**src/rtl/tmma_pkg.sv**
```systemverilog
package tmma_pkg;

    localparam int VERTICES   = 4;
    localparam int DIMENSIONS = 3;
    localparam int VIW        = $clog2(VERTICES);

    localparam int CW    = 24;
    localparam int VSW   = 26;
    localparam int EW    = CW + 1;
    localparam int PW    = 2 * EW;
    localparam int CRW   = PW + 1;
    localparam int CLO   = 26;
    localparam int DLW   = EW + CLO + 1;
    localparam int DHW   = EW + CRW - CLO;
    localparam int DETW  = 78;
    localparam int LIMB  = DETW / 3;
    localparam int VPW   = LIMB + VSW;
    localparam int MSW   = 104;
    localparam int RSH   = 27;
    localparam int EMW   = 48;
    localparam int TW    = 64;
    localparam int DIVW  = 56;
    localparam int DIVB  = 8;
    localparam int DIV_STEPS = DIVW / DIVB;
    localparam int DCW   = $clog2(DIV_STEPS);

    localparam int QDEPTH_DEF = 2;

    localparam logic [2:0]     DIVISOR     = 3'd3;
    localparam logic [MSW-1:0] ROUND_ADD   = MSW'(3) << (RSH - 1);
    localparam logic [MSW-1:0] SAT_POS_LIM = MSW'(3) << (EMW - 1);
    localparam logic [MSW-1:0] SAT_NEG_LIM = (MSW'(3) << (EMW - 1)) + MSW'(3);

    localparam logic signed [EMW-1:0] EM_MAX = {1'b0, {(EMW-1){1'b1}}};
    localparam logic signed [EMW-1:0] EM_MIN = {1'b1, {(EMW-1){1'b0}}};
    localparam logic signed [TW-1:0]  TOT_MAX = {1'b0, {(TW-1){1'b1}}};
    localparam logic signed [TW-1:0]  TOT_MIN = {1'b1, {(TW-1){1'b0}}};

    typedef struct packed {
        logic signed [CW-1:0] x_coord;
        logic signed [CW-1:0] y_coord;
        logic signed [CW-1:0] z_coord;
        logic signed [CW-1:0] nodal_value;
        logic                 end_of_mesh;
    } t_vertex;

    typedef struct packed {
        logic signed [EMW-1:0] element_mass;
        logic signed [TW-1:0]  total_mass;
        logic                  final_element;
    } t_result;

    typedef struct packed {
        logic [VERTICES-1:0][DIMENSIONS-1:0][CW-1:0] coords;
        logic signed [VSW-1:0]                       value_sum;
        logic                                        last;
    } t_job;

    typedef struct packed {
        logic empty;
        logic full;
    } t_q_stat;

    typedef enum logic [3:0] {
        ST_IDLE,
        ST_CROSS,
        ST_CSUM,
        ST_DOT,
        ST_DSUM,
        ST_ABS,
        ST_VMUL,
        ST_MSUM,
        ST_SAT,
        ST_DIV,
        ST_OUT
    } t_back_state;

endpackage

```
**src/rtl/tmma_queue.sv**
```systemverilog
module tmma_queue
    import tmma_pkg::*;
#(
    parameter int DEPTH = QDEPTH_DEF
)
(
    input  logic    i_clk,
    input  logic    i_rst_n,
    input  logic    i_push,
    input  t_job    i_job,
    input  logic    i_pop,
    output t_q_stat o_stat,
    output t_job    o_job
);

    localparam int AW   = (DEPTH > 1) ? $clog2(DEPTH) : 1;
    localparam int CNTW = $clog2(DEPTH + 1);

    t_job            r_mem [DEPTH];
    logic [AW-1:0]   r_wr;
    logic [AW-1:0]   r_rd;
    logic [CNTW-1:0] r_count;

    function automatic logic [AW-1:0] f_next(input logic [AW-1:0] p);
        return (p == AW'(DEPTH - 1)) ? '0 : p + AW'(1);
    endfunction

    always_ff @(posedge i_clk) begin
        if (!i_rst_n) begin
            r_wr    <= '0;
            r_rd    <= '0;
            r_count <= '0;
        end else begin
            if (i_push) begin
                r_wr <= f_next(r_wr);
            end
            if (i_pop) begin
                r_rd <= f_next(r_rd);
            end
            if (i_push && !i_pop) begin
                r_count <= r_count + CNTW'(1);
            end else if (i_pop && !i_push) begin
                r_count <= r_count - CNTW'(1);
            end
        end
    end

    always_ff @(posedge i_clk) begin
        if (i_push) begin
            r_mem[r_wr] <= i_job;
        end
    end

    assign o_job        = r_mem[r_rd];
    assign o_stat.empty = (r_count == '0);
    assign o_stat.full  = (r_count == CNTW'(DEPTH));

endmodule

```
**config.mk**
```make
export PLATFORM = sky130hd
export DESIGN_NAME = tmma_queue
export DESIGN_NICKNAME = d
export VERILOG_FILES = /design/src/rtl/tmma_pkg.sv /design/src/rtl/tmma_queue.sv
export SDC_FILE = /design/constraint.sdc
export NUM_CORES = 1
export LEC_CHECK = 0
export ABC_AREA = 1
export BUFFER_PORTS_ARGS = -buffer_cell sky130_fd_sc_hd__buf_2
export CORE_AREA = 4 4 242 244
export CTS_CLUSTER_SIZE = 25
export DETAILED_ROUTE_END_ITERATION = 6
export DIE_AREA = 0 0 246 248
export MAX_ROUTING_LAYER = met4
export PLACE_DENSITY = 0.74
export SYNTH_ARGS = -nofsm -noshare
export SYNTH_HDL_FRONTEND = slang
export SYNTH_SLANG_ARGS = --single-unit
```
**constraint.sdc**
```tcl
create_clock -name i_clk -period 21.4 [get_ports i_clk]
set_clock_uncertainty 0.2 [all_clocks]
set_input_delay 1.07 -clock i_clk [delete_from_list [all_inputs] [get_ports i_clk]]
set_output_delay 1.07 -clock i_clk [all_outputs]
set_load 0.01 [all_outputs]
```
==> summary.md, run 1 <==
| Metric | Value |
|---|---|
| Worst Hold Launch | r_rd |
| DR vias | 12100 |
| Seq cells post-synth | 635 |
| Final hold vios | 0 |
| WP data required | about 20000 ps |
| CP max stage delay | 910 ps |
| Layout cells sized above 1 | 60.6% |
| Port buffer count | around 640 |
| Fin crit share | 23.6% |
| Critical path's slowest cell | dfxtp_4 |
| Nets | 2013 |
| Met1 usage | a little under a fifth |
| Count of cell types in the netlist | 13 |
| Syn nets | 1335 |
| Core Util, Final | 51.4% |
| Total track usage | 16.7% |
| Depth of the most critical reg-to-reg path | 3 |
| Vias/cell | 4.79 |
| Most frequent CP cell | buf_4 |
| Hold Path Stages | 2 |
| RePlAce Congestion | 0.834 |
| R2R Path Start | r_wr |
| Mapped Cells | 1015 |
| Die ar. | roughly 60000 um2 |
| CTS Buffer Depth | 3 |
| Routed WL | 51.9 mm |
| Max transition margin | 26.8% |
| Dpl hpwl | roughly 36 mm |
| HP Class | reg2reg |
| CTS root buffer | clkbuf_16 |
| Synthesized area | roughly 23000 um2 |
| Buffers and inverters on the worst path | 3 |
| Hold-fix buffers at CTS | 0 |
| Die Wd | roughly 250 um |
| Reg-to-reg endpoint | r_mem[0][181] |
| CP Capture Type | output port |
| Post-synthesis sequential area ratio | a little over 80% |
| RSZ-0062 raised after global routing | false |
| DR iter-0 viols | between 600 and 700 |
| Clock Pin Slew Worst Setup and Hold Paths | approximately 60 ps |
| Slew Limit Fails | 0 |
| Routed len/inst | roughly 20 um |
| Routed Antenna Nets | 0 |
| Met2 Use GR | between 20 and 30% |
| TritonCTS Buffers | between 60 and 70 |
| Fin crit period | 5040 ps |
| Area grow syn2layout | 25.6% |
| Initial Util | 41.0% |
| Register Area | approximately 19000 um2 |
| P_leak | 10.7 nW |
| Top cells by area, synth | edfxtp_1 (82%), mux2_2 (15%), buf_6 (1.4%) |
| CTS tree | done |
| DR pass1 iterations | 7 |
| Clock Latency Late Sink | ~560 ps |
| Reg-to-reg slack, setup | approximately 18000 ps |
| Top Family by Delay on Critical Path | buffers and inverters |
| Post-cts sizing count | 0 |
| Critical Path AT | 3770 ps |
| Setup_tns | 0 ps |
| Synth area leader | edfxtp_1 |
| Pwr per Cell Area | 95.2 nW/um2 |
| Grt total ovfl | 0 |
| Filler cell count | 4481 |
| Initial antenna violation count | 26 |
| Final Setup Violations | 0 |
| Global-route wire length before repair | around 75 mm |
| Cell area after layout | approximately 29000 um2 |
| Largest net degree at the start of global routing | around 130 |
| Post-CTS setup buffers | 0 |
| Worst hold margin | 326 ps |
| Share of the synthesized area in the top cell type | around 82% |
| Met3 layer usage reported by global route | 6.19% |
| Worst Hold End | r_rd |
| Post-DP Area | 26900 um2 |
| Multi-input gate area | ~3700 um2 |
| Fmax | 0.198 GHz |
| I/O pins | between 600 and 700 |
| Status | complete, no violations |
| GRT busiest layer | met2 |
| Max Fanout on Critical Path | 73 |
| VDD IR max | 75.2 uV |
| Mapped Avg Cell Area | 22.7 um2 |
| Vias in the first global route | 12700 |
| CTS H-Tree Depth | 3 |
| Critical path launch point type | flip-flop |
| Worst slew pin tran | 1100 ps |
| CP Class | reg2out |
| Critical-path cell list | buf_4 -> buf_4 -> mux2_2 -> buf_2 |
| Placeable Area | 56300 um2 |
| Die H | 248 um |
| Syn. warnings | 0 |
| Drc violations | 0 |
| Clock sinks | 635 |
| Max_cap viols | 0 |
| Rows | 87 |
through the flow:
step	setup slack, ps	power [mW]	instances
after floorplan	5930	1.64	1015
after detailed placement	16950	1.74	2381
final	16360	2.75	2518
after global placement	16970	1.73	2381
after CTS	16310	2.79	2495
after global routing	16180	2.87	2517
power by group:
group | leakage (nW) | switching, mW | internal [mW]
logic | 3.83 | 0.137 | 0.110
clock network | 0.967 | 0.446 | 0.599
registers | 5.96 | 0.0188 | 1.44
how the worst max path moves through the flow:
stage	start	endpoint	slack [ps]	depth (start not counted)
final	flip-flop	o_job[171]	16360	4
after global routing	flip-flop	o_job[295]	16180	4
after CTS	flip-flop	o_job[171]	16310	4
after detailed placement	flip-flop	o_job[171]	16950	4
after global placement	flip-flop	o_job[179]	16970	4
after floorplan	i_push	r_mem[0][0]	5930	2
worst min-delay path: cells and delay by family, from the launching register on:
kind	cells	cell delay, ps
and+or+nand+nor	2	150
DFF	1	330
cell type report:
| cell class | instances | area share (%) |
|---|---|---|
| multi-input combinational | 337 | 12.6 |
| timing repair buffer | 645 | 11.3 |
| clock inverter | 36 | 0.852 |
| antenna | 23 | 0.199 |
| sequential | 635 | 65.7 |
| clock buffer | 78 | 5.93 |
| inverter | 8 | 0.130 |
| tap | 756 | 3.27 |
cells in the final DEF, fill, tap and decap left out:
master / netlist / layout
clkbuf_16: 0 / 67
o21ai_0: 1 / 1
dfxtp_1: 5 / 4
diode_2: 0 / 23
buf_2: 6 / 635
clkinv_1: 0 / 12
nand4_1: 1 / 1
buf_4: 0 / 9
inv_8: 0 / 3
edfxtp_1: 630 / 630
bufinv_16: 0 / 2
a21oi_1: 1 / 1
nand3_1: 1 / 1
dfxtp_4: 0 / 1
ha_1: 1 / 1
nor2_1: 9 / 8
inv_6: 0 / 3
clkinvlp_4: 0 / 3
buf_12: 0 / 1
nor2_4: 0 / 1
inv_1: 8 / 7
mux2_2: 315 / 315
clkinv_2: 0 / 14
nand2_1: 8 / 8
clkbuf_1: 0 / 11
sequential cells by signal (all words and copies together) (netlist names), named ones only:
name	flops
r_rd	1
r_wr	1
r_count	2
r_mem	630
per-layer routing:
metal	vias to the layer above	routed length, um
met5	-	0
met2	604	26300
met1	5912	18600
li1	5449	-
met4	0	1460
met3	94	5550
cell families (layout without fill, tap and decap cells):
family	count (synthesis)	after routing	share of synthesized area, %
adders and majority gates	1	1	0.0543
DFF	635	635	82.5
AOI/OAI and AO/OA	2	2	0.0434
muxes	315	315	15.4
other	0	23	0
buffers and inverters	43	767	1.68
and+or+nand+nor	19	19	0.326
synthesized netlist by cell type:
cell type / number
edfxtp_1: 630
mux2_2: 315
buf_6: 29
nor2_1: 9
inv_1: 8
nand2_1: 8
buf_2: 6
dfxtp_1: 5
a21oi_1: 1
ha_1: 1
nand3_1: 1
nand4_1: 1
o21ai_0: 1
(Power assumes the default switching activity.)
==> run 2: changes to the inputs <==
CORE_AREA = 4 4 247 249   (was 4 4 242 244)
DIE_AREA = 0 0 251 253   (was 0 0 246 248)
clock period = 4.1 ns   (was 21.4 ns; I/O delays follow)
==> summary.md, run 2 (synthesized netlist as in run 1, its figures left out) <==
| Metric | Value |
|---|---|
| Dpl hpwl | 36.5 mm (was 36.4 mm) |
| DR vias | 13500 (was 12100) |
| Final Setup Violations | 0 (unchanged) |
| Vias in the first global route | 14800 (was 12700) |
| Status | complete, no violations (unchanged) |
| Drc violations | 0 (unchanged) |
| Placeable Area | 58700 um2 (was 56300 um2) |
| Global-route wire length before repair | 86.8 mm (was 74.9 mm) |
| CTS H-Tree Depth | 3 (unchanged) |
| Fin crit share | a little under three quarters |
| Die H | 253 um (was 248 um) |
| Largest net degree at the start of global routing | 165 (was 134) |
| Max Fanout on Critical Path | 43 (was 73) |
| WP data required | 3690 ps (was 20130 ps) |
| CTS tree | done (unchanged) |
| Post-DP Area | 27100 um2 (was 26900 um2) |
| Nets | 2349 (was 2013) |
| Worst slew pin tran | 1120 ps (was 1100 ps) |
| Clock sinks | 635 (unchanged) |
| Fmax | 0.339 GHz |
| Initial Util | 39.3% (was 41.0%) |
| Cell area after layout | 32400 um2 (was 28900 um2) |
| Critical path's slowest cell | dfxtp_4 (unchanged) |
| VDD IR max | 408 uV (was 75.2 uV) |
| Routed WL | 59.1 mm (was 51.9 mm) |
| Slew Limit Fails | 0 (unchanged) |
| Routed len/inst | 20.7 um (was 20.6 um) |
| DR iter-0 viols | 748 (was 650) |
| Total track usage | 18.3% (was 16.7%) |
| Rows | 89 (was 87) |
| Filler cell count | 4310 (was 4481) |
| Final hold vios | 0 (unchanged) |
| Max_cap viols | 0 (unchanged) |
| Largest register FFs | 630 (unchanged) |
| Pwr per Cell Area | 460 nW/um2 (was 95.2 nW/um2) |
| Core Util, Final | 55.2% (was 51.4%) |
| Biggest regs | r_mem: 630 flops, r_count: 2 flops (unchanged) |
| P_leak | 12.2 nW (was 10.7 nW) |
| Setup_tns | 0 ps (unchanged) |
| CP max stage delay | 830 ps (was 910 ps) |
| Die Wd | 251 um (was 246 um) |
| Max transition margin | 25.2% (was 26.8%) |
| Critical Path AT | 2540 ps (was 3770 ps) |
| Fin crit period | 2950 ps |
| TritonCTS Buffers | 66 (unchanged) |
| Critical-path cell list | buf_4 -> mux2_2 -> buf_2 (was buf_4 -> buf_4 -> mux2_2 -> buf_2) |
| Top Family by Delay on Critical Path | flip-flops (was buffers and inverters) |
| Post-cts sizing count | 0 (unchanged) |
| Vias/cell | 4.74 (was 4.79) |
| Clock Pin Slew Worst Setup and Hold Paths | 60 ps (about the same) |
| Buffers and inverters on the worst path | 2 (was 3) |
| Critical path launch point type | flip-flop (unchanged) |
| HP Class | in2reg (was reg2reg) |
| Grt total ovfl | 0 (unchanged) |
| CTS root buffer | clkbuf_16 (unchanged) |
| Layout cells sized above 1 | 51.4% (was 60.6%) |
| Commonest non-fill, non-tap cell in the layout | buf_2 (unchanged) |
| Die ar. | 63500 um2 (was 61000 um2) |
| RSZ-0062 raised after global routing | false (unchanged) |
| Initial antenna violation count | 7 (was 26) |
| DR pass1 iterations | 4 (was 7) |
| CTS Buffer Depth | 3 (unchanged) |
| Area grow syn2layout | 40.6% (was 25.6%) |
| Post-CTS setup buffers | 0 (unchanged) |
| CP Class | reg2out (unchanged) |
| Clock Latency Late Sink | 570 ps (was 560 ps) |
| I/O pins | 636 (unchanged) |
| Reg with most FFs | r_mem (unchanged) |
| Port buffer count | 635 (unchanged) |
| RePlAce Congestion | 0.917 (was 0.834) |
| Most frequent cells in the layout | buf_2 (635), edfxtp_1 (630), dlygate4sd3_1 (320) (was buf_2 (635), edfxtp_1 (630), mux2_2 (315)) |
| Routed Antenna Nets | 0 (unchanged) |
| CP Capture Type | output port (unchanged) |
## run 2: cell count changes in the layout (fill, tap and decap cells not counted), sizes merged, moves of 5 or more
cell / change
dlygate4sd3: +320
inv: -5
buf: +16
clkinv: -7
clkbuf: +9
diode: -16
## run 2: final timing paths
| path | to | from | cells past startpoint | slack, ps |
|---|---|---|---|---|
| setup reg to reg | r_mem[1][249] | r_wr | 4 | 2040 |
| hold reg to reg | flip-flop | r_rd | 2 | 300 |
| setup / recovery | o_job[142] | flip-flop | 3 | 1150 |
| hold / removal | r_mem[0][35] | i_job[35] | 2 | 140 |
## run 2: repair_timing
item                       CTS  global route
hold buffers               320             0
hold endpoints to repair   635             0
setup endpoints to repair    0             0
## run 2: area by class of cell
type	count	area (um2)	share of cell area [%]
Clock inverter	25	243	0.749
Antenna cell	7	17.5	0.0541
Sequential cell	635	19000	58.7
Tap cell	773	967	2.99
Timing Repair Buffer	981	6660	20.6
Inverter	8	33.8	0.104
Clock buffer	87	1790	5.54
Multi-Input combinational cell	337	3650	11.3
## run 2: stage by stage
step / setup slack, ps / hold slack (ps) / instances / total power, mW
global route: 1010 / 114 / 2852 / 15.5
global placement: 1800 / 192 / 2414 / 9.05
CTS: 1080 / 71.3 / 2846 / 15.0
floorplan: -1620 / 104 / 1015 / 8.49
detailed placement: 1740 / 196 / 2414 / 9.10
finish: 1150 / 144 / 2853 / 14.9
## run 2: routing by layer
metal	track usage (%)	wire, um
met5	-	0
met4	7.75	2300
met3	4.85	4820
met2	31.4	30800
met1	20.3	21100
## run 2: report_power, final
| group | leakage [nW] | switching (mW) | total, mW | internal (mW) |
|---|---|---|---|---|
| sequential | 5.96 | 0.0997 | 7.63 | 7.53 |
| combinational | 5.26 | 0.812 | 1.61 | 0.799 |
| clock | 0.984 | 2.39 | 5.67 | 3.28 |
