### src/rtl/tmma_pkg.sv
package tmma_pkg;

    localparam int VERTICES   = 4;
    localparam int DIMENSIONS = 3;
    localparam int VIW        = $clog2(VERTICES);

    localparam int CW    = 24;
    localparam int VSW   = 26;
    localparam int EW    = CW + 1;
    localparam int PW    = 2 * EW;
    localparam int CRW   = PW + 1;
    localparam int CLO   = 26;
    localparam int DLW   = EW + CLO + 1;
    localparam int DHW   = EW + CRW - CLO;
    localparam int DETW  = 78;
    localparam int LIMB  = DETW / 3;
    localparam int VPW   = LIMB + VSW;
    localparam int MSW   = 104;
    localparam int RSH   = 27;
    localparam int EMW   = 48;
    localparam int TW    = 64;
    localparam int DIVW  = 56;
    localparam int DIVB  = 8;
    localparam int DIV_STEPS = DIVW / DIVB;
    localparam int DCW   = $clog2(DIV_STEPS);

    localparam int QDEPTH_DEF = 2;

    localparam logic [2:0]     DIVISOR     = 3'd3;
    localparam logic [MSW-1:0] ROUND_ADD   = MSW'(3) << (RSH - 1);
    localparam logic [MSW-1:0] SAT_POS_LIM = MSW'(3) << (EMW - 1);
    localparam logic [MSW-1:0] SAT_NEG_LIM = (MSW'(3) << (EMW - 1)) + MSW'(3);

    localparam logic signed [EMW-1:0] EM_MAX = {1'b0, {(EMW-1){1'b1}}};
    localparam logic signed [EMW-1:0] EM_MIN = {1'b1, {(EMW-1){1'b0}}};
    localparam logic signed [TW-1:0]  TOT_MAX = {1'b0, {(TW-1){1'b1}}};
    localparam logic signed [TW-1:0]  TOT_MIN = {1'b1, {(TW-1){1'b0}}};

    typedef struct packed {
        logic signed [CW-1:0] x_coord;
        logic signed [CW-1:0] y_coord;
        logic signed [CW-1:0] z_coord;
        logic signed [CW-1:0] nodal_value;
        logic                 end_of_mesh;
    } t_vertex;

    typedef struct packed {
        logic signed [EMW-1:0] element_mass;
        logic signed [TW-1:0]  total_mass;
        logic                  final_element;
    } t_result;

    typedef struct packed {
        logic [VERTICES-1:0][DIMENSIONS-1:0][CW-1:0] coords;
        logic signed [VSW-1:0]                       value_sum;
        logic                                        last;
    } t_job;

    typedef struct packed {
        logic empty;
        logic full;
    } t_q_stat;

    typedef enum logic [3:0] {
        ST_IDLE,
        ST_CROSS,
        ST_CSUM,
        ST_DOT,
        ST_DSUM,
        ST_ABS,
        ST_VMUL,
        ST_MSUM,
        ST_SAT,
        ST_DIV,
        ST_OUT
    } t_back_state;

endpackage

### src/rtl/tmma_front.sv
module tmma_front
    import tmma_pkg::*;
(
    input  logic    i_clk,
    input  logic    i_rst_n,
    input  logic    i_push,
    input  t_vertex i_vertex,
    input  logic    i_q_full,
    output logic    o_job_push,
    output t_job    o_job
);

    logic [VIW-1:0]                              r_vidx;
    logic [VERTICES-2:0][DIMENSIONS-1:0][CW-1:0] r_held;
    logic signed [VSW-1:0]                       r_value_sum;
    logic signed [VSW-1:0]                       n_value_sum;
    logic                                        w_accept;
    logic                                        w_closing;

    assign w_accept    = i_push & ~i_q_full;
    assign w_closing   = (r_vidx == VIW'(VERTICES - 1));
    assign n_value_sum = r_value_sum
                       + {{(VSW-CW){i_vertex.nodal_value[CW-1]}}, i_vertex.nodal_value};

    always_ff @(posedge i_clk) begin
        if (!i_rst_n) begin
            r_vidx      <= '0;
            r_value_sum <= '0;
        end else if (w_accept) begin
            if (w_closing) begin
                r_vidx      <= '0;
                r_value_sum <= '0;
            end else begin
                r_vidx      <= r_vidx + VIW'(1);
                r_value_sum <= n_value_sum;
            end
        end
    end

    always_ff @(posedge i_clk) begin
        if (w_accept && !w_closing) begin
            r_held[r_vidx[VIW-1:0]][0] <= i_vertex.x_coord;
            r_held[r_vidx[VIW-1:0]][1] <= i_vertex.y_coord;
            r_held[r_vidx[VIW-1:0]][2] <= i_vertex.z_coord;
        end
    end

    always_comb begin
        o_job.coords[VERTICES-2:0]  = r_held;
        o_job.coords[VERTICES-1][0] = i_vertex.x_coord;
        o_job.coords[VERTICES-1][1] = i_vertex.y_coord;
        o_job.coords[VERTICES-1][2] = i_vertex.z_coord;
        o_job.value_sum             = n_value_sum;
        o_job.last                  = i_vertex.end_of_mesh;
    end

    assign o_job_push = w_accept & w_closing;

endmodule

### config.mk
export PLATFORM = sky130hd
export DESIGN_NAME = tmma_front
export DESIGN_NICKNAME = d
export VERILOG_FILES = /design/src/rtl/tmma_pkg.sv /design/src/rtl/tmma_front.sv
export SDC_FILE = /design/constraint.sdc
export NUM_CORES = 1
export LEC_CHECK = 0
export BUFFER_PORTS_ARGS = -buffer_cell sky130_fd_sc_hd__clkbuf_2
export CORE_AREA = 2 2 162 164
export CTS_BUF_LIST = sky130_fd_sc_hd__clkbuf_16
export DETAILED_ROUTE_END_ITERATION = 12
export DIE_AREA = 0 0 164 166
export PLACE_DENSITY = 0.7
export SLEW_MARGIN = 20
export SYNTH_ARGS = -nofsm -noshare
export SYNTH_HDL_FRONTEND = slang
export SYNTH_SLANG_ARGS = --single-unit
### constraint.sdc
create_clock -name i_clk -period 3.7 [get_ports i_clk]
set_clock_uncertainty 0.2 [all_clocks]
set_input_delay 0 -clock i_clk [delete_from_list [all_inputs] [get_ports i_clk]]
set_output_delay 0 -clock i_clk [all_outputs]
set_load 0.01 [all_outputs]
==> impl_metrics.ini, run 1 <==
[sta]
tightest_slew_ns = 0.798
hold_ws_ns = 0.0364
rsz0062_at_grt = false
finalHoldViolations = 0
setup_viol = 0
setup_tns_ns = 0
max-slew-margin-rel = 0.468
period_share = 0.923
final_max_slew_viol_count = 0
min_period_ns = 3.42
fmax_ghz = 0.293

[logic_synthesis]
postSynthCellCount = 688
synth_edf_count = 216
syn_nets = 819
synth_seq_area_share = 0.697
yosysMostFrequentCell = edfxtp_1
syn_avg_cell_area_um2 = 14.7
synth-seq-cells = 244
async_reset_ff_frac = 0
synth_warnings = 0
synth_area_leader_cell = edfxtp_1
ys.flop_type = edfxtp_1
synth_top_cells_by_count = 216 x edfxtp_1, 78 x and2_1, 73 x buf_4
yosys-top-cells-area = edfxtp_1 64%, dfxtp_1 5.5%, buf_4 5.4%
syn_area_mm2 = 0.0101
synth_top_area_frac = 0.641
synth_cell_type_count = 53

[setup_path]
rr_startpoint = r_value_sum[0]
startpoint_type = flop
worstSetupStartpoint = r_value_sum[0]
worstPathMaxFanout = 4
setup.worst_path.class = reg -> out
cp.arrival_ns = 3.22
end_kind = output port
worst-endpoint-required_ns = 3.50

[floorplanning]
die_h_um = 166
core_area_mm2 = 0.0256
std_cell_rows = 59
dieArea_mm2 = 0.0272
die_w_um = 164
start_util = 0.395
pin_count = 417

[grt]
antenna_found_initial = 0
grt_pass1_vias = 7156
grt_util_all_layers = 0.199
grt_overflow = 0
grt_start_max_net_pins = 45
grt_pass1_wl_mm = 41.7

[power]
switching_share = 0.239
internal_power_mw = 4.96
p_clk_frac = 0.390
power.total_mw = 6.52
vdd_drop_max_v = 0.000302
seq_power_share = 0.477
combinationalPowerShare = 0.132
p_sw_mw = 1.56
p_per_area_mw_per_mm2 = 470
p_leak_nw = 5.97

[worst_hold_path]
min_path_type = in -> reg
worstHoldStart = i_vertex[15]

[clocking]
insertion_delay_ns = 0.51
root_buffer = clkbuf_16
numCtsBuffers = 25
cts_sinks = 244
htree_levels = 1
path_clk_slew_ns = 0.06
postCtsSetupBuffers = 0
cts_tree = done
clockBufferDepth = 3

[outcome]
outcome = finished, final reports clean

[placement]
dp.cells = 1347
place_congestion = 0.858
dp_hpwl_mm = 19.6
port_buffers = 414

[route]
routed_wirelength_mm = 28.1
wire_per_inst_um = 18.8
first_iter_violations = 410
ant_nets = 0
num_vias = 7162
dr.pass1.iters = 5
routed_via_density = 4.81
drc = 0

[cells_and_area]
nets = 1268
drive_gt1_frac = 0.412
antennaDiodeCount = 0
utilization = 0.542
area_delta_synth_final_pct = 37.2
final-instance-count-excl-fill = 1490
n_fill_cell = 2109

[job]
maxCapViolations = 0
[worst max-delay path, stage by stage (launching register included)]
cell and delay (ns):
dfxtp_1 0.33, ha_1 0.17, inv_1 0.05, fa_1 0.44, nor2b_4 0.13, o31a_1 0.26
o2111ai_4 0.20, a211oi_2 0.41, o211ai_1 0.19, nor2b_1 0.19, xnor2_1 0.14, clkbuf_2 0.16
[state kept, by name (all words and copies together) (netlist names)]
signal and cells:
o_job 216, r_value_sum 26, r_vidx 2
[metrics by stage]
step | instance area, µm² | setup WS [ns]
2_1_floorplan | 10100 | 0.332
3_3_place_gp | 12100 | 0.909
3_5_place_dp | 12100 | 0.898
4_1_cts | 13900 | 0.292
5_1_grt | 13900 | 0.0348
6_report | 13900 | 0.284
[final cells by class]
class,count,area (µm²),share of cell area
inverter,13,48.8,0.00352
clock buffer,25,626,0.0451
sequential,244,7050,0.508
timing repair buffer,520,3150,0.227
tap,335,419,0.0302
clock inverter,20,208,0.0150
multi-input combinational,333,2370,0.171
[layout by cell type (no fill, tap or decap), types with 4 or more instances in the layout]
cell / synthesis / routed
clkinv_2: 0 / 7
xor2_1: 9 / 9
nor3_1: 6 / 6
dfxtp_1: 28 / 28
edfxtp_1: 216 / 216
nor2_1: 22 / 22
and2_1: 78 / 75
o21a_1: 9 / 9
nand3_1: 9 / 9
a22o_1: 13 / 13
o21ai_0: 15 / 15
nand4_1: 5 / 5
dlygate4sd3_1: 0 / 98
a21oi_1: 27 / 27
o211ai_1: 5 / 5
clkbuf_2: 3 / 414
clkbuf_16: 0 / 25
ha_1: 29 / 29
a21o_1: 7 / 7
nand2_1: 18 / 18
xnor2_1: 14 / 14
nor2b_1: 13 / 13
bufinv_16: 0 / 4
a22oi_1: 9 / 9
buf_4: 73 / 5
inv_1: 13 / 16
[what timing repair did]
item,CTS,global route
hold endpoints to repair,244,0
hold buffers,98,0
gates resized for setup,0,0
[worst paths after layout]
kind / to / cells past startpoint / slack (ns)
min reg2reg: r_value_sum[14] / 1 / 0.29
max: o_job[25] / 11 / 0.28
min: r_value_sum[14] / 4 / 0.04
max reg2reg: r_value_sum[22] / 11 / 0.40
[logic make-up (layout without fill, tap and decap cells)]
family,Yosys count,in the layout,share of synthesized area
xor gates and xnor gates,24,24,0.0215
and+or+nand+nor,168,168,0.0958
DFF,244,244,0.697
AOI/OAI and AO/OA,108,108,0.0760
buffers and inverters,111,578,0.0690
muxes,3,3,0.00297
adders and majority gates,30,30,0.0379
[power by group through the flow]
stage	registers (mW)	clock network (mW)	logic, mW
6_report	3.11	2.55	0.863
5_1_grt	3.12	2.72	0.937
4_1_cts	3.11	2.61	0.862
3_5_place_dp	3.17	0	0.774
2_1_floorplan	3.20	0	0.455
3_3_place_gp	3.17	0	0.765
[per-layer routing]
layer  vias up  global-route usage  wire, µm
met5         -                   0         0
met4         0              0.0667       809
met3        61              0.0435      2130
met2       317               0.361     14500
met1      3440               0.231     10600
li1       3344                   -         -
Power figures use the tool's default switching activity.
==> run 2: changes to the inputs <==
--- a/config.mk
+++ b/config.mk
@@ -5,7 +5,7 @@
 export SDC_FILE = /design/constraint.sdc
 export NUM_CORES = 1
 export LEC_CHECK = 0
-export BUFFER_PORTS_ARGS = -buffer_cell sky130_fd_sc_hd__clkbuf_2
+export BUFFER_PORTS_ARGS = -buffer_cell sky130_fd_sc_hd__buf_2
 export CORE_AREA = 2 2 162 164
 export CTS_BUF_LIST = sky130_fd_sc_hd__clkbuf_16
 export DETAILED_ROUTE_END_ITERATION = 12
==> impl_metrics.ini, run 2 (same netlist as run 1, synthesis figures left out) <==
[outcome]
outcome = finished, final reports clean

[placement]
port_buffers = 414
dp.cells = 1347
place_congestion = 0.865
dp_worst_setup_slack_ns = 0.901
place_area_mm2 = 0.0121
dp_hpwl_mm = 19.7

[power]
power.total_mw = 6.58
p_leak_nw = 5.93
p_per_area_mw_per_mm2 = 472
vdd_drop_max_v = 0.000331

[route]
route.met2.wl_mm = 15.0
dr.pass1.iters = 5
top_layer_used = met5
num_vias = 7154
routed_via_density = 4.79
routedLengthMet1_mm = 10.7
ant_nets = 0
first_iter_violations = 448
dr_wl_met3_mm = 1.90
routed_wirelength_mm = 28.2
wire_per_inst_um = 18.9
drc = 0

[sta]
setup_tns_ns = 0
setup_viol = 0
period_share = 0.916
tightest_slew_ns = 0.757
final_max_slew_viol_count = 0
setup_ws_ns = 0.311
rsz0062_at_grt = false
fmax_ghz = 0.295
max-slew-margin-rel = 0.495
finalHoldViolations = 0
min_period_ns = 3.39

[cells_and_area]
antennaDiodeCount = 0
final-instance-count-excl-fill = 1494
largest_reg_flops = 216
final_common_cell = buf_2
drive_gt1_frac = 0.413
fin_area_mm2 = 0.0139
area_delta_synth_final_pct = 37.8
layout_common_cells = 414 x buf_2, 216 x edfxtp_1, 100 x dlygate4sd3_1, 75 x and2_1, 29 x ha_1
nets = 1271

[clocking]
root_buffer = clkbuf_16
holdBufCountCts = 100
numCtsBuffers = 26
cts_resized = 0
insertion_delay_ns = 0.51
cts_sinks = 244
htree_levels = 1
clockBufferDepth = 3
path_clk_slew_ns = 0.07
postCtsSetupBuffers = 0
cts_tree = done

[setup_path]
setup.worst_path.class = reg -> out
crit_buf_inv = 2
worst-endpoint-required_ns = 3.50
startpoint_type = flop
end_kind = output port
worstPathMaxFanout = 4
crit_path_max_incr_delay_ns = 0.44
cp_slowest_cell = fa_1
cp.arrival_ns = 3.19
path_cells = ha_1, inv_1, fa_1, nor2b_4, o31a_1, o2111ai_4, a211oi_2, o211ai_1, nor2b_1, xnor2_1, buf_2
critPathTopFamily = compound AO/OA/AOI/OAI gates

[floorplanning]
die_h_um = 166
pin_count = 417
std_cell_rows = 59
die_w_um = 164
core_area_mm2 = 0.0256
dieArea_mm2 = 0.0272
start_util = 0.395

[job]
maxCapViolations = 0

[grt]
grt_util_all_layers = 0.197
antenna_found_initial = 1
grt_pass1_wl_mm = 41.4
grt_overflow = 0
grt_start_max_net_pins = 45
grt_pass1_vias = 7040

[worst_hold_path]
min_path_type = in -> reg
[run 2: final timing paths]
path	endpoint	start	cells after the start	slack [ns]
worst max register to register	r_value_sum[22]	r_value_sum[0]	11	0.43
worst min-delay path	r_value_sum[8]	i_vertex[9]	5	0.03
worst min register to register	r_value_sum[10]	r_value_sum[10]	1	0.29
worst max-delay path	o_job[25]	r_value_sum[0]	11	0.31
[run 2: power by group]
group	switching (mW)	leakage (nW)	internal, mW	total [mW]
Clock	1.06	0.427	1.54	2.60
Sequential	0.0267	2.28	3.08	3.11
Combinational	0.492	3.22	0.374	0.866
Total	1.58	5.93	5.00	6.58
[run 2: layout make-up]
class	count	area, µm²
Clock buffer	27	676
Clock inverter	20	195
Fill cell	2072	11700
Inverter	13	48.8
Multi-Input combinational cell	333	2370
Sequential cell	244	7050
Tap cell	335	419
Timing Repair Buffer	522	3170
[run 2: worst reg2reg max path, cell delays in order, from the launching register on]
cell and delay (ns):
dfxtp_1 0.33, ha_1 0.17, inv_1 0.06, fa_1 0.44, nor2b_4 0.14, o31a_1 0.24, o2111ai_4 0.19, nor4_1 0.46
nor3_1 0.12, mux2i_1 0.16, nand3_1 0.07, dlygate4sd3_1 0.56
[run 2: per-stage QoR]
stage	hold slack [ns]	util
5_1_grt	0.0343	0.544
3_5_place_dp	-0.200	0.471
6_report	0.0321	0.544
3_3_place_gp	-0.200	0.471
4_1_cts	0.00202	0.544
2_1_floorplan	-0.108	-
[run 2: layer usage]
metal,track usage,vias up
met5,0,-
met4,0.0465,2
met3,0.0380,41
met2,0.371,299
met1,0.229,3466
li1,-,3346
==> run 3: changes to the inputs <==
--- a/config.mk
+++ b/config.mk
@@ -6,11 +6,11 @@
 export NUM_CORES = 1
 export LEC_CHECK = 0
 export BUFFER_PORTS_ARGS = -buffer_cell sky130_fd_sc_hd__buf_2
-export CORE_AREA = 2 2 162 164
-export CTS_BUF_LIST = sky130_fd_sc_hd__clkbuf_16
+export CORE_AREA = 2 2 164 166
+export CTS_BUF_LIST = sky130_fd_sc_hd__clkbuf_4
 export DETAILED_ROUTE_END_ITERATION = 12
-export DIE_AREA = 0 0 164 166
-export PLACE_DENSITY = 0.7
+export DIE_AREA = 0 0 166 168
+export PLACE_DENSITY = 0.69
 export SLEW_MARGIN = 20
 export SYNTH_ARGS = -nofsm -noshare
 export SYNTH_HDL_FRONTEND = slang
==> impl_metrics.ini, run 3 (same netlist as run 1, synthesis figures left out) <==
[cells_and_area]
largest_reg_flops = 216
area_delta_synth_final_pct = 46.2
final_common_cell = buf_2
nets = 1396
drive_gt1_frac = 0.409
utilization = 0.561
layout_common_cells = 414 x buf_2, 216 x edfxtp_1, 188 x dlygate4sd3_1, 88 x clkbuf_4, 75 x and2_1
fin_area_mm2 = 0.0148

[floorplanning]
dieArea_mm2 = 0.0279
core_area_mm2 = 0.0264
start_util = 0.384
die_h_um = 168
pin_count = 417
die_w_um = 166
std_cell_rows = 60

[setup_path]
rrSetupSlack_ns = 0.18
rr_startpoint = r_value_sum[8]
worstSetupStartpoint = r_value_sum[8]
critPathTopFamily = buffers and inverters
timing.rr.end = r_value_sum[23]
worstPathMaxFanout = 6
end_kind = flop
path_cells = ha_1, a21oi_1, o21ai_1, o31ai_2, a21oi_1, nor3_2, a31oi_1, dlygate4sd3_1, o211ai_1, dlygate4sd3_1
crit_end = r_value_sum[23]
crit_path_max_incr_delay_ns = 0.58
setup.worst_path.class = reg -> reg
worst-endpoint-required_ns = 4.10
cp_slowest_cell = dlygate4sd3_1
reg2reg_depth = 10
crit_buf_inv = 2
cp.arrival_ns = 3.92
worstSetupPathDepth = 10
startpoint_type = flop

[grt]
grt_pass1_vias = 8124
grt_pass1_wl_mm = 47.6
grt_overflow = 0
grt_util_all_layers = 0.222
antenna_found_initial = 1
grt_start_max_net_pins = 60

[sta]
min_period_ns = 3.52
rsz0062_at_grt = false
final_max_slew_viol_count = 0
setup_viol = 0
setup_tns_ns = 0
tightest_slew_ns = 0.805
fmax_ghz = 0.284
finalHoldViolations = 0
max-slew-margin-rel = 0.463
period_share = 0.952

[placement]
place_area_mm2 = 0.0121
dp_hpwl_mm = 20.2
port_buffers = 414
place_congestion = 0.876

[power]
p_per_area_mw_per_mm2 = 432
vdd_drop_max_v = 0.000233
power.total_mw = 6.38
p_leak_nw = 6.35

[route]
first_iter_violations = 615
num_vias = 7877
wire_per_inst_um = 19.5
drc = 0
dr.pass1.iters = 5
routed_wirelength_mm = 32.3
routed_via_density = 4.75
ant_nets = 0

[clocking]
clockBufferDepth = 3
cts_tree = done
path_clk_slew_ns = 0.08
htree_levels = 2
numCtsBuffers = 61
cts_sinks = 244
root_buffer = clkbuf_4
insertion_delay_ns = 0.66

[outcome]
outcome = finished, final reports clean

[job]
maxCapViolations = 0

[worst_hold_path]
min_path_type = in -> reg
run 3: where the power goes:
group | leakage, nW | total (mW) | internal, mW | switching (mW)
combinational | 3.59 | 0.994 | 0.461 | 0.533
sequential | 2.28 | 3.11 | 3.08 | 0.0293
clock | 0.475 | 2.28 | 1.18 | 1.10
total | 6.35 | 6.38 | 4.72 | 1.66
run 3: worst min-delay path by stage:
| stage | from | slack, ns | endpoint | cells past startpoint |
|---|---|---|---|---|
| floorplan | i_vertex[0] | -0.11 | o_job[0] | 1 |
| global placement | i_vertex[0] | -0.20 | o_job[0] | 0 |
| detailed placement | i_vertex[0] | -0.20 | o_job[0] | 0 |
| CTS | i_vertex[40] | 0.004 | o_job[234] | 3 |
| global route | i_vertex[40] | 0.002 | o_job[234] | 3 |
| finish | i_vertex[48] | 0.08 | o_job[170] | 3 |
run 3: layout make-up:
cell class                 count  area [µm²]
fill                        2141       11600
sequential                   244        7050
timing repair buffer         612        4070
multi-input combinational    333        2390
clock buffer                  88         661
tap                          341         427
clock inverter                25         136
inverter                      13        48.8
antenna                        1        2.50
run 3: worst min-delay path, cell delays in order:
cell	delay [ns]
dlygate4sd3_1	0.53
buf_2	0.17
and2_1	0.13
run 3: routing by layer:
| layer | GRT usage | wire [µm] |
|---|---|---|
| met1 | 0.250 | 12000 |
| met2 | 0.400 | 16700 |
| met3 | 0.0578 | 2450 |
| met4 | 0.0904 | 1180 |
| met5 | 0 | 0 |
run 3: through the flow:
stage / std cells / hold WS [ns] / setup WS [ns]
floorplan: 688 / -0.108 / 0.332
global placement: 1353 / -0.200 / 0.914
detailed placement: 1353 / -0.200 / 0.890
CTS: 1654 / 0.00394 / 0.131
global route: 1657 / 0.00239 / 0.0119
finish: 1657 / 0.0839 / 0.177
run 3: what timing repair did:
item	in CTS	in global routing
endpoints found under the hold margin	245	0
hold buffers	188	0
setup buffers	0	2
endpoints found under the setup margin	0	3
gates resized for setup	0	3
